--- src/rtl/core/pgh_pkg.sv ---
// shared types, constants and helpers of the packed gradient histogram
`timescale 1ns / 1ps

package pgh_pkg;

  // item opcodes
  typedef enum logic [1:0] {
    OP_ACC   = 2'd0,
    OP_READ  = 2'd1,
    OP_CLEAR = 2'd2,
    OP_NONE  = 2'd3
  } op_t;

  // configuration register indexes
  localparam logic CFG_HIST_MODE = 1'b0;
  localparam logic CFG_HESS_EN   = 1'b1;

  // entry width codes
  typedef enum logic [1:0] {
    W16 = 2'd0,
    W32 = 2'd1,
    W64 = 2'd2
  } width_t;

  localparam int unsigned BIN_W     = 8;
  localparam int unsigned WORD_W    = 16;
  localparam int unsigned ENTRY_W   = 64;
  localparam int unsigned MODE_W    = 2;
  localparam int unsigned CFG_DATA_W = 2;
  localparam int unsigned QUEUE_DEPTH = 2;
  localparam logic [7:0]  BYTE_MASK = 8'hff;

  // one classified job handed from front to back
  typedef struct packed {
    op_t                 kind;
    logic                emit;
    logic [BIN_W-1:0]    bin;
    logic [ENTRY_W-1:0]  value;
    width_t              width;
  } job_t;

  // mode three behaves as the 64-bit mode
  function automatic width_t width_of(input logic [MODE_W-1:0] mode);
    width_t w;
    case (mode)
      2'd0:    w = W16;
      2'd1:    w = W32;
      default: w = W64;
    endcase
    return w;
  endfunction

  function automatic logic [ENTRY_W-1:0] width_mask(input width_t w);
    logic [ENTRY_W-1:0] m;
    case (w)
      W16:     m = {48'd0, 16'hffff};
      W32:     m = {32'd0, 32'hffff_ffff};
      default: m = '1;
    endcase
    return m;
  endfunction

endpackage

--- src/rtl/core/pgh_if.sv ---
// channel interfaces: items in, results out, configuration writes
`timescale 1ns / 1ps

interface pgh_item_if;
  logic        valid;
  logic        ready;
  logic [1:0]  opcode;
  logic [7:0]  bin_index;
  logic [15:0] grad_hess;
  logic        last;

  modport source (output valid, opcode, bin_index, grad_hess, last, input ready);
  modport sink   (input valid, opcode, bin_index, grad_hess, last, output ready);
endinterface


--- src/rtl/core/pgh_front.sv ---
// front end: accepts items, drops ignored ones, builds the packed addend
`timescale 1ns / 1ps

module pgh_front import pgh_pkg::*; #(
  parameter int unsigned NUM_BINS = 256
) (
  pgh_item_if.sink              items,
  input  logic [MODE_W-1:0]     hist_mode,
  input  logic                  hess_en,
  input  logic                  q_ready,
  output logic                  q_push,
  output job_t                  q_job
);

  localparam int unsigned DEPTH     = (NUM_BINS < 256) ? NUM_BINS : 256;
  localparam logic [BIN_W:0] BIN_LIMIT = (BIN_W+1)'(DEPTH);

  op_t          kind;
  width_t       width;
  logic         in_range;
  logic [7:0]   grad;
  logic [7:0]   low;
  logic [ENTRY_W-1:0] packed_val;

  assign kind     = op_t'(items.opcode);
  assign width    = width_of(hist_mode);
  assign in_range = {1'b0, items.bin_index} < BIN_LIMIT;
  assign grad     = items.grad_hess[15:8] & BYTE_MASK;
  assign low      = hess_en ? items.grad_hess[7:0] : 8'd1;

  // packed addend: whole word in 16-bit mode, gradient over hessian or count otherwise
  always_comb begin
    case (width)
      W16:     packed_val = {48'd0, items.grad_hess};
      W32:     packed_val = {32'd0, {8{grad[7]}}, grad, 8'd0, low};
      default: packed_val = {{24{grad[7]}}, grad, 24'd0, low};
    endcase
  end

  // stall only on a full queue; ignored items are taken and dropped
  assign items.ready = q_ready;
  assign q_push      = items.valid && q_ready && in_range && (kind != OP_NONE);

  always_comb begin
    q_job.kind  = kind;
    q_job.emit  = (kind == OP_READ) || ((kind == OP_ACC) && items.last);
    q_job.bin   = items.bin_index;
    q_job.value = packed_val;
    q_job.width = width;
  end

endmodule

--- src/flat_wrapper.sv ---
// flat-port wrapper written by rule: the top's interface ports become plain ports
module pgh_front_flat import pgh_pkg::*;
#(
  parameter int unsigned NUM_BINS = 256
)
  (hist_mode, hess_en, q_ready, q_push, q_job, items_valid, items_opcode, items_bin_index, items_grad_hess, items_last, items_ready);
  pgh_item_if items_i ();
  input  logic [MODE_W-1:0] hist_mode;
  input  logic hess_en;
  input  logic q_ready;
  output logic q_push;
  output job_t q_job;
  input wire logic [$bits(items_i.valid)-1:0] items_valid;
  input wire logic [$bits(items_i.opcode)-1:0] items_opcode;
  input wire logic [$bits(items_i.bin_index)-1:0] items_bin_index;
  input wire logic [$bits(items_i.grad_hess)-1:0] items_grad_hess;
  input wire logic [$bits(items_i.last)-1:0] items_last;
  output wire logic [$bits(items_i.ready)-1:0] items_ready;
  assign items_i.valid = items_valid;
  assign items_i.opcode = items_opcode;
  assign items_i.bin_index = items_bin_index;
  assign items_i.grad_hess = items_grad_hess;
  assign items_i.last = items_last;
  assign items_ready = items_i.ready;
  pgh_front #(.NUM_BINS(NUM_BINS)) u_core (.items(items_i), .hist_mode(hist_mode), .hess_en(hess_en), .q_ready(q_ready), .q_push(q_push), .q_job(q_job));
endmodule
--- config.mk ---
export PLATFORM = sky130hd
export DESIGN_NAME = pgh_front_flat
export DESIGN_NICKNAME = d
export VERILOG_FILES = /design/src/rtl/core/pgh_pkg.sv /design/src/rtl/core/pgh_if.sv /design/src/rtl/core/pgh_front.sv /design/src/flat_wrapper.sv
export SDC_FILE = /design/constraint.sdc
export NUM_CORES = 1
export LEC_CHECK = 0
export BUFFER_PORTS_ARGS = -buffer_cell sky130_fd_sc_hd__buf_4
export CAP_MARGIN = 0
export CORE_ASPECT_RATIO = 0.9
export CORE_MARGIN = 2
export CORE_UTILIZATION = 29
export DETAILED_ROUTE_END_ITERATION = 16
export PLACE_DENSITY = 0.95
export SLEW_MARGIN = 5
export SYNTH_ARGS = -nofsm -noshare
export SYNTH_HDL_FRONTEND = slang
export SYNTH_SLANG_ARGS = --single-unit
--- constraint.sdc ---
create_clock -name vclk -period 2.98
set_input_delay 0.149 -clock vclk [all_inputs]
set_output_delay 0.149 -clock vclk [all_outputs]
set_load 0.05 [all_outputs]
==> metrics.cfg <==
[status]
status=complete, no violations

[clock_network]
cts.hold.buffers_added=0
cts_setup_buffers=0
cts_resized=0

[logic_synthesis]
syn_area_um2=584
synthTopCellsByArea=buf_4 55%, and2_1 33%, o21bai_4 3.2%
syn-num-nets=117
synth_top_cell_by_area=buf_4
synthCells=85
yosysTopAreaCellShare_pct=55.2
yosysSeqAreaShare_pct=0
synth_cell_types=11
yosysMostFrequentCell=buf_4
syn_avg_cell_area_um2=6.87
yosysWarnings=0
netlist_top_cells_count=43 x buf_4, 31 x and2_1, 2 x buf_2, 2 x nor2_1

[placed_design]
portBuffers=95
placed_area_um2=992
gp_congestion=0.715

[final_layout]
drive_above_1_share_pct=72.4
seqCellArea_um2=0
area_growth_pct=69.8
final.clkbuf_count=0
n_antenna_cell=0
design_area_um2=992
seq_cells=0
nets=168
n_fill_cell=176

[route]
drt_iter0_markers=3
drt_first_pass_iters=3
wl_per_cell_um=10.3
vias_per_cell=3.94
drt.antenna.violating_nets=0
routed_wl_um=1640
vias=627
drc=0

[floorplan]
core_area_mm2=0.00191
ios=111
die_w_um=51.3
die_y_um=46.6
die-area_mm2=0.00239
rows=15
start_util_pct=30.5

[setup_path]
arrival_ns=1.28
crit_path_end_kind=output pin
critPathMaxFanout=12
crit_required_ns=2.83
worstSetupStartpointType=input port
critPathKind=in2out

[timing]
finalSetupViolCount=0
relSlewSlack_pct=51.1
hold_viol_final=0
fmax_mhz=701
rsz0062_at_grt=false
fin_tns_setup_ns=0
finalMaxSlewViolations=0
whs_ns=0.298
fin_crit_sh_pct=47.8
finalCriticalPeriod_ns=1.43
worstMarginPinSlew_ns=0.734

[worst_hold_path]
hold_path.class=in2out
min_to=q_job[66]
whs_path_depth=0
hp-start=items_bin_index[0]

[grt]
grt_max_degree=26
grt_pass1_vias=482
grt-ovfl-total=0
groute.usage.overall_pct=11.5
grt_pass1_wl_um=2150
antenna_found_initial=0

[pwr]
cellLeakagePower_uw=0.000586
ir_worst_vdd_mv=0.150
power_density_mw_per_mm2=305
finalPower_uw=303

[job]
cap_violations=0

-- metrics by stage --
| step | util, % | worst slack (ns) | instances |
|---|---|---|---|
| floorplan | - | 1.33 | 85 |
| detailed placement | 51.8 | 1.54 | 159 |
| global route | 51.8 | 1.45 | 159 |
| finish | 51.8 | 1.55 | 159 |
| global placement | 51.8 | 1.60 | 159 |
| CTS | 51.8 | 1.54 | 159 |
-- layout by cell type, fill, tap and decap left out, drive strengths merged --
master and n:
buf 95, nand2 1, nor2b 1, a21oi 1, o21bai 1, nand2b 1, nor2 3, and2 31
-- kinds of logic after synthesis --
group                  synth area share [%]
buffers and inverters                  57.6
and+or+nand+nor                        38.3
AOI/OAI and AO/OA                      4.07
-- worst max-delay path, cell delays in order --
cell,delay (ns)
buf_4,0.15
nor2b_1,0.36
and2_1,0.35
buf_4,0.26
-- metal layers --
metal / global-route usage (%) / vias up / part of all wire, %
met5: 0 / - / 0
met4: 1.05 / 0 / 0.49
met3: 0.649 / 4 / 12
met2: 27.8 / 47 / 59
met1: 10.7 / 263 / 29
li1: - / 313 / -
-- power by group --
group	switching [uW]	internal, uW	leakage (uW)
sequential	0	0	0
clock	0	0	0
combinational	211	91.4	0.000586
total	211	91.4	0.000586
-- cell type report --
| type | instances | area (um2) | share of cell area, % |
|---|---|---|---|
| repair buffers | 95 | 713 | 71.9 |
| well taps | 25 | 31.3 | 3.15 |
| multi-input cells | 39 | 248 | 25.0 |
-- worst max path at each step --
stage	start	to	slack (ns)	cells after the start
global placement	hist_mode[1]	q_job[30]	1.60	4
floorplan	hist_mode[1]	q_job[42]	1.33	3
finish	hist_mode[1]	q_job[28]	1.55	4
CTS	hist_mode[1]	q_job[28]	1.54	4
detailed placement	hist_mode[1]	q_job[28]	1.54	4
global route	hist_mode[1]	q_job[32]	1.45	4
(Power assumes the default switching activity.)
