## src/rtl/core/pgh_pkg.sv

```systemverilog
// shared types, constants and helpers of the packed gradient histogram
`timescale 1ns / 1ps

package pgh_pkg;

  // item opcodes
  typedef enum logic [1:0] {
    OP_ACC   = 2'd0,
    OP_READ  = 2'd1,
    OP_CLEAR = 2'd2,
    OP_NONE  = 2'd3
  } op_t;

  // configuration register indexes
  localparam logic CFG_HIST_MODE = 1'b0;
  localparam logic CFG_HESS_EN   = 1'b1;

  // entry width codes
  typedef enum logic [1:0] {
    W16 = 2'd0,
    W32 = 2'd1,
    W64 = 2'd2
  } width_t;

  localparam int unsigned BIN_W     = 8;
  localparam int unsigned WORD_W    = 16;
  localparam int unsigned ENTRY_W   = 64;
  localparam int unsigned MODE_W    = 2;
  localparam int unsigned CFG_DATA_W = 2;
  localparam int unsigned QUEUE_DEPTH = 2;
  localparam logic [7:0]  BYTE_MASK = 8'hff;

  // one classified job handed from front to back
  typedef struct packed {
    op_t                 kind;
    logic                emit;
    logic [BIN_W-1:0]    bin;
    logic [ENTRY_W-1:0]  value;
    width_t              width;
  } job_t;

  // mode three behaves as the 64-bit mode
  function automatic width_t width_of(input logic [MODE_W-1:0] mode);
    width_t w;
    case (mode)
      2'd0:    w = W16;
      2'd1:    w = W32;
      default: w = W64;
    endcase
    return w;
  endfunction

  function automatic logic [ENTRY_W-1:0] width_mask(input width_t w);
    logic [ENTRY_W-1:0] m;
    case (w)
      W16:     m = {48'd0, 16'hffff};
      W32:     m = {32'd0, 32'hffff_ffff};
      default: m = '1;
    endcase
    return m;
  endfunction

endpackage

```

## src/rtl/core/pgh_queue.sv

```systemverilog
// short job queue between front and back end
`timescale 1ns / 1ps

module pgh_queue import pgh_pkg::*; (
  input  logic clk,
  input  logic rst,
  input  logic push,
  input  job_t push_job,
  output logic push_ready,
  input  logic pop,
  output job_t pop_job,
  output logic pop_valid
);

  localparam int unsigned PTR_W = (QUEUE_DEPTH > 1) ? $clog2(QUEUE_DEPTH) : 1;
  localparam int unsigned CNT_W = $clog2(QUEUE_DEPTH + 1);

  job_t             slots [QUEUE_DEPTH];
  logic [PTR_W-1:0] wr_ptr;
  logic [PTR_W-1:0] rd_ptr;
  logic [CNT_W-1:0] count;

  assign push_ready = count != CNT_W'(QUEUE_DEPTH);
  assign pop_valid  = count != '0;
  assign pop_job    = slots[rd_ptr];

  // pointer wrap at the queue depth
  function automatic logic [PTR_W-1:0] bump(input logic [PTR_W-1:0] p);
    return (p == PTR_W'(QUEUE_DEPTH - 1)) ? '0 : p + 1'b1;
  endfunction

  always_ff @(posedge clk) begin
    if (rst) begin
      wr_ptr <= '0;
      rd_ptr <= '0;
      count  <= '0;
    end else begin
      if (push) begin
        wr_ptr <= bump(wr_ptr);
      end
      if (pop) begin
        rd_ptr <= bump(rd_ptr);
      end
      case ({push, pop})
        2'b10:   count <= count + 1'b1;
        2'b01:   count <= count - 1'b1;
        default: count <= count;
      endcase
    end
  end

  // payload storage
  always_ff @(posedge clk) begin
    if (push) begin
      slots[wr_ptr] <= push_job;
    end
  end

endmodule

```

## config.mk

```make
export PLATFORM = sky130hd
export DESIGN_NAME = pgh_queue
export DESIGN_NICKNAME = d
export VERILOG_FILES = /design/src/rtl/core/pgh_pkg.sv /design/src/rtl/core/pgh_queue.sv
export SDC_FILE = /design/constraint.sdc
export NUM_CORES = 1
export LEC_CHECK = 0
export ABC_AREA = 1
export BUFFER_PORTS_ARGS = -buffer_cell sky130_fd_sc_hd__clkbuf_2
export CAP_MARGIN = 20
export CORE_MARGIN = 1.5
export CORE_UTILIZATION = 52
export DETAILED_ROUTE_END_ITERATION = 7
export HOLD_SLACK_MARGIN = 0.12
export MAX_ROUTING_LAYER = met4
export PLACE_DENSITY = 0.79
export RECOVER_POWER = 25
export SYNTH_ARGS = -nofsm -noshare
export SYNTH_HDL_FRONTEND = slang
export SYNTH_SLANG_ARGS = --single-unit
```

## constraint.sdc

```tcl
create_clock -name clk -period 5.9 [get_ports clk]
set_input_delay 1.77 -clock clk [delete_from_list [all_inputs] [get_ports clk]]
set_output_delay 1.77 -clock clk [all_outputs]
set_load 0.1 [all_outputs]
```

==> results of run 1 <==
## how the worst max path moves through the flow
stage,start,endpoint,cells past startpoint
2_1_floorplan,push,slots[0][0]$_DFFE_PP_,2
3_3_place_gp,flop,pop_job[27],3
3_5_place_dp,flop,pop_job[26],3
4_1_cts,flop,pop_job[26],3
5_1_grt,flop,pop_job[26],3
6_report,flop,pop_job[26],3
## cell type report
class	instances	area [um^2]
sequential	159	4730
multi-input combinational	98	1090
inverter	6	23.8
clock buffer	19	433
tap	140	175
clock inverter	11	168
timing repair buffer	163	815
fill	739	3550
## critical path, cell delays in order (launching register included)
cell and delay, ns:
dfxtp_4 0.92, buf_4 0.46, mux2_2 0.39, clkbuf_2 0.37
## sequential cells by signal, indices dropped and copies added, names as in the netlist, named ones only
register / cells
rd_ptr: 1
slots: 154
count: 2
wr_ptr: 1
## power groups by stage
stage / registers, W / logic (W) / clock network [W]
floorplan: 0.00135 / 0.000560 / 0
global placement: 0.00136 / 0.000629 / 0
detailed placement: 0.00136 / 0.000636 / 0
CTS: 0.00134 / 0.000637 / 0.00112
global route: 0.00135 / 0.000654 / 0.00117
finish: 0.00134 / 0.000632 / 0.00110
## synthesized netlist by cell type
master	n
a21oi_1	1
o21ai_0	1
xnor2_1	1
dfxtp_1	5
nor2_1	8
nand2_1	6
mux2_4	30
or2_2	1
nand4_1	1
buf_8	3
edfxtp_1	154
nor3_1	1
buf_2	4
mux2_2	47
inv_1	6
ha_1	1
buf_6	2
## layout by cell type, fill, tap and decap left out
master / count
mux2_2: 47
ha_1: 1
buf_1: 1
nor2_4: 1
buf_4: 2
bufinv_16: 4
clkinv_2: 4
or2_2: 1
clkbuf_16: 17
nand2_1: 6
clkbuf_2: 130
nand4_1: 1
o21ai_0: 1
nor3_1: 1
clkbuf_1: 30
clkinv_4: 2
xnor2_1: 1
mux2_4: 30
dfxtp_1: 4
dfxtp_4: 1
clkinvlp_4: 2
buf_12: 2
nor2_1: 7
edfxtp_1: 154
inv_1: 5
a21oi_1: 1
## routing by layer
metal	vias up	track usage	part of all wire
met4	0	0.0659	0.0071
met2	117	0.288	0.51
met1	1438	0.198	0.40
li1	1407	-	-
met3	9	0.0699	0.084
met5	-	-	0
## kinds of logic (layout without fill, tap and decap cells)
logic type,count (synthesis),in the layout,synth area share
fa+ha+maj,1,1,0.00211
xor+xnor,1,1,0.00148
simple gates,17,17,0.0118
compound gates,2,2,0.00169
buf+inv,15,199,0.0186
mux,77,77,0.166
flops,159,159,0.799
## metrics by stage
step | setup WS [ns] | std cells
floorplan | 0.329 | 272
global placement | 2.01 | 565
detailed placement | 1.97 | 565
CTS | 1.52 | 595
global route | 1.43 | 596
finish | 1.57 | 596
==> impl_results.md, run 1 <==
- Worst Clk Skew: 0.00375 ns
- Initial Util: 0.539
- Combinational Power Share: 0.206
- Placer Congestion: 0.798
- Seq pwr share: 0.436
- Die ar.: 0.0120 mm^2
- Post-Syn Area: 0.00592 mm^2
- Pint: 0.00214 W
- Residual DRC: 0
- Critical path endpoint category: output port
- Ratio of cells with drive above 1 in the final layout: 0.533
- First-pass GRT wire length: 14700 um
- Min-Delay Path Class: flop to flop
- Post-CTS Resized: 0
- Std-Cell Rows: 38
- Final core utilization: 0.677
- Critical Path RT: 4.13 ns
- Final Cell Area: 0.00743 mm^2
- Leakage: 2.86 nW
- Area leader, netlist: edfxtp_1
- Tot Pwr: 0.00307 W
- Data arrival, critical path: 2.56 ns
- #FFs+latches synth: 159
- CTS Root Cell: clkbuf_16
- ANT nets after route: 0
- Die H: 110 um
- Initial antenna violation count: 0
- TritonCTS sink count: 159
- Total track usage: 0.177
- YS warnings: 0
- Final wirelength: 9990 um
- Cell Pwr Density: 414 mW/mm^2
- Final setup viols: 0
- Sw Ratio: 0.305
- Crit start category: flop
- Fmax: 231 MHz
- Die W: 110 um
- Hold path start: rd_ptr$_SDFFE_PP0P_
- Routed len/inst: 16.8 um
- Count of different cell masters after synthesis: 17
- Post-synth top area share: 0.782
- Pin count of the biggest net entering global routing: 60
- # Max-Cap Violations: 0
- Net Switching: 0.000937 W
- Area growth syn-to-layout: 25.6%
- Crit Reg-Reg Startpoint: wr_ptr$_SDFFE_PP0P_
- RSZ-0062 raised after global routing: no
- Final setup TNS: 0 ns
- Final Slew Violations: 0
- Register area share after synthesis: 0.799
- Critical path fanouts, max: 59
- Relative slew slack: 0.427
- Syn nets: 354
- Clock Latency Late Sink: 0.41 ns
- Tmin final: 4.33 ns
- Cts-stage hold buffer count: 0
- R2R Setup Slk: 4.00 ns
- Worst IR Drop VDD: 0.261 mV
- I/O pin count: 160
- H-tree depth: 4
- Hold Worst Slack: 0.526 ns
- CTS tree: built
- Fin nets: 527
- DP HPWL: 6620 um
- Part of the power in the clock network: 0.359
- Worst r2r path cells: 3
- Fin. Hold Viols: 0
- GRT Residual Overflow: 0
- Mapped Cells: 272
- Vias per cell: 4.98
- Mean Syn Cell Area: 21.7 um^2
- IO Port Bufs: 159
- Largest cells by area after synthesis: edfxtp_1 78%, mux2_2 8.9%, mux2_4 7.6%
- Status: finished clean
- Via Count: 2971
- Core area: 0.0110 mm^2
- Ant diodes: 0
- Post-CTS Setup Bufs: 0
- WS Path Type: flop to output port
- Num CTS Buffers: 17
- Number of global-route vias before repair: 3070
- Tcrit/Tclk final: 0.734
- Reg clk slew, reported paths: 0.06 ns
- Worst reg2reg path endpoint: slots[1][26]$_DFFE_PP_
- Hold Path Depth: 2
- Max Root-Sink Buffers: 2
- Starting DRT DRC Count: 79
- Post-DP Area: 0.00685 mm^2
- 1st-pass router iterations: 5
- Least-Margin Pin Slew: 0.860 ns
Note: power is estimated with default switching activity, not from simulation.
==> run 2, diff against run 1 <==
- CORE_UTILIZATION: 52 -> 47
- PLACE_DENSITY: 0.79 -> 0.76
- clock period: 5.9 -> 3.8 ns (I/O delays scaled with it)
==> run 2 against run 1 <==
Effect of this change: critical path depth is the same; clock skew grew 0.0019 ns; hold slack lost 0.0022 ns; count of clock-buffer cells in the layout grew 1; final area grew 0.32%; non-clock buffer count grew 1; via count shrank 0.17%; clock power grew 50%; setup slack lost 1.1 ns; wire length grew 1.1%; largest cell class unchanged.
==> impl_results.md, run 2 (synthesis gave the netlist of run 1 again) <==
- DR top layer: met4
- Total track usage: 0.160
- TritonCTS sink count: 159
- Seq pwr share: 0.438
- Min-Delay Path Class: flop to flop
- Crit-path slowest cell: dfxtp_4
- Area growth syn-to-layout: 26.0%
- Metal-1 WL: 3930 um
- Tmin final: 3.30 ns
- Routed len/inst: 16.1 um
- # fillers: 913
- CP delay by family, top: buffers and inverters
- Initial Util: 0.486
- Die W: 115 um
- Cts-stage hold buffer count: 0
- Final setup viols: 0
- Pint: 0.00325 W
- Post-CTS Resized: 0
- Sw Ratio: 0.310
- Data arrival, critical path: 2.16 ns
- First-pass GRT wire length: 14900 um
- WS Path Type: flop to output port
- Crit Reg-Reg Startpoint: wr_ptr$_SDFFE_PP0P_
- Largest regs: slots (154), count (2)
- Worst Clk Skew: 0.00561 ns
- Pin count of the biggest net entering global routing: 62
- RSZ-0062 raised after global routing: no
- Fmax: 303 MHz
- GRT Residual Overflow: 0
- Core area: 0.0122 mm^2
- Critical Path RT: 2.66 ns
- Crit start category: flop
- Met3 wire len: 895 um
- Fin nets: 528
- Worst IR Drop VDD: 0.377 mV
- Cell Pwr Density: 632 mW/mm^2
- Die H: 115 um
- Net Switching: 0.00146 W
- CP bufs+invs: 2
- Reg clk slew, reported paths: 0.06 ns
- Register with the most flip-flops: slots
- Placer Congestion: 0.730
- Final wirelength: 10100 um
- Max incr delay on CP: 0.62 ns
- Finished Layout Cells: 627
- Std-Cell Rows: 40
- Tcrit/Tclk final: 0.867
- Hold Worst Slack: 0.524 ns
- Most frequent cells in the layout: 154 x edfxtp_1, 131 x clkbuf_2, 47 x mux2_2, 31 x clkbuf_1, 30 x mux2_4
- CTS tree: built
- ANT nets after route: 0
- Ant diodes: 0
- Final Slew Violations: 0
- H-tree depth: 4
- Max Root-Sink Buffers: 2
- Max reg flops: 154
- 1st-pass router iterations: 4
- Leakage: 2.85 nW
- Die ar.: 0.0133 mm^2
- Relative slew slack: 0.625
- Met2 WL: 5070 um
- CTS Root Cell: clkbuf_16
- Least-Margin Pin Slew: 0.566 ns
- Final setup TNS: 0 ns
- # Max-Cap Violations: 0
- Commonest non-fill, non-tap cell in the layout: edfxtp_1
- Starting DRT DRC Count: 112
- DP HPWL: 6700 um
- Clock Latency Late Sink: 0.41 ns
- Num CTS Buffers: 17
- Via Count: 2966
- Hold path start: count[1]$_SDFFE_PP0P_
- Area of the multi-input gates: 0.00109 mm^2
- Dpl cells: 595
- Register Area: 0.00473 mm^2
- I/O pin count: 160
- Initial antenna violation count: 0
- Final core utilization: 0.613
- Residual DRC: 0
- Number of global-route vias before repair: 3103
- IO Port Bufs: 159
- Post-CTS Setup Bufs: 0
- Combinational Power Share: 0.211
- CP Cell Sequence: buf_4 -> mux2_2 -> clkbuf_2
- Vias per cell: 4.73
- Part of the power in the clock network: 0.350
- Ratio of cells with drive above 1 in the final layout: 0.534
- Fin. Hold Viols: 0
- Critical path endpoint category: output port
- Critical path fanouts, max: 31
- Status: finished clean
-- run 2: cell types whose count changed in the layout (fill, tap and decap cells not counted) --
| cell | previous run | this run |
|---|---|---|
| clkinv_4 | 2 | 0 |
| clkinvlp_4 | 2 | 4 |
| buf_1 | 1 | 0 |
| buf_4 | 2 | 3 |
| bufinv_16 | 4 | 3 |
| clkbuf_1 | 30 | 31 |
| clkbuf_2 | 130 | 131 |
| clkinv_1 | 0 | 1 |
| clkinv_2 | 4 | 5 |
-- run 2: final timing paths --
kind / end / slack, ns / depth (start not counted)
setup / recovery: pop_job[65] / 0.50 / 3
hold / removal: count[1]$_SDFFE_PP0P_ / 0.52 / 2
setup reg to reg: slots[1][32]$_DFFE_PP_ / 2.32 / 3
hold reg to reg: count[1]$_SDFFE_PP0P_ / 0.52 / 2
-- run 2: area by class of cell --
type | instances | share of cell area
well taps | 168 | 0.0282
clock buffers | 20 | 0.0586
multi-input cells | 98 | 0.146
inverters | 6 | 0.00319
flip-flops and latches | 159 | 0.634
repair buffers | 164 | 0.110
clock inverters | 12 | 0.0193
-- run 2: stage by stage --
stage	area, um^2	power, W	setup slack [ns]
6_report	7450	0.00471	0.505
5_1_grt	7450	0.00486	0.406
4_1_cts	7490	0.00476	0.460
3_5_place_dp	6910	0.00311	0.920
3_3_place_gp	6910	0.00309	0.935
2_1_floorplan	5920	0.00296	0.196
-- run 2: power by group through the flow --
stage | sequential [W] | combinational, W | clock, W
4_1_cts | 0.00207 | 0.00101 | 0.00168
6_report | 0.00207 | 0.000996 | 0.00165
3_3_place_gp | 0.00210 | 0.000997 | 0
2_1_floorplan | 0.00209 | 0.000870 | 0
5_1_grt | 0.00207 | 0.00103 | 0.00175
3_5_place_dp | 0.00210 | 0.00101 | 0
-- run 2: routing by layer --
layer,vias up,global-route usage
met5,-,-
met4,0,0.0790
met3,19,0.0664
met2,125,0.256
met1,1415,0.172
li1,1407,-
-- run 2: worst register-to-register path: cells and delay by family (launching register included) --
family	cells	cell delay [ns]
buffers and inverters	2	0.62
AND/OR/NAND/NOR	1	0.10
flip-flops	1	0.40
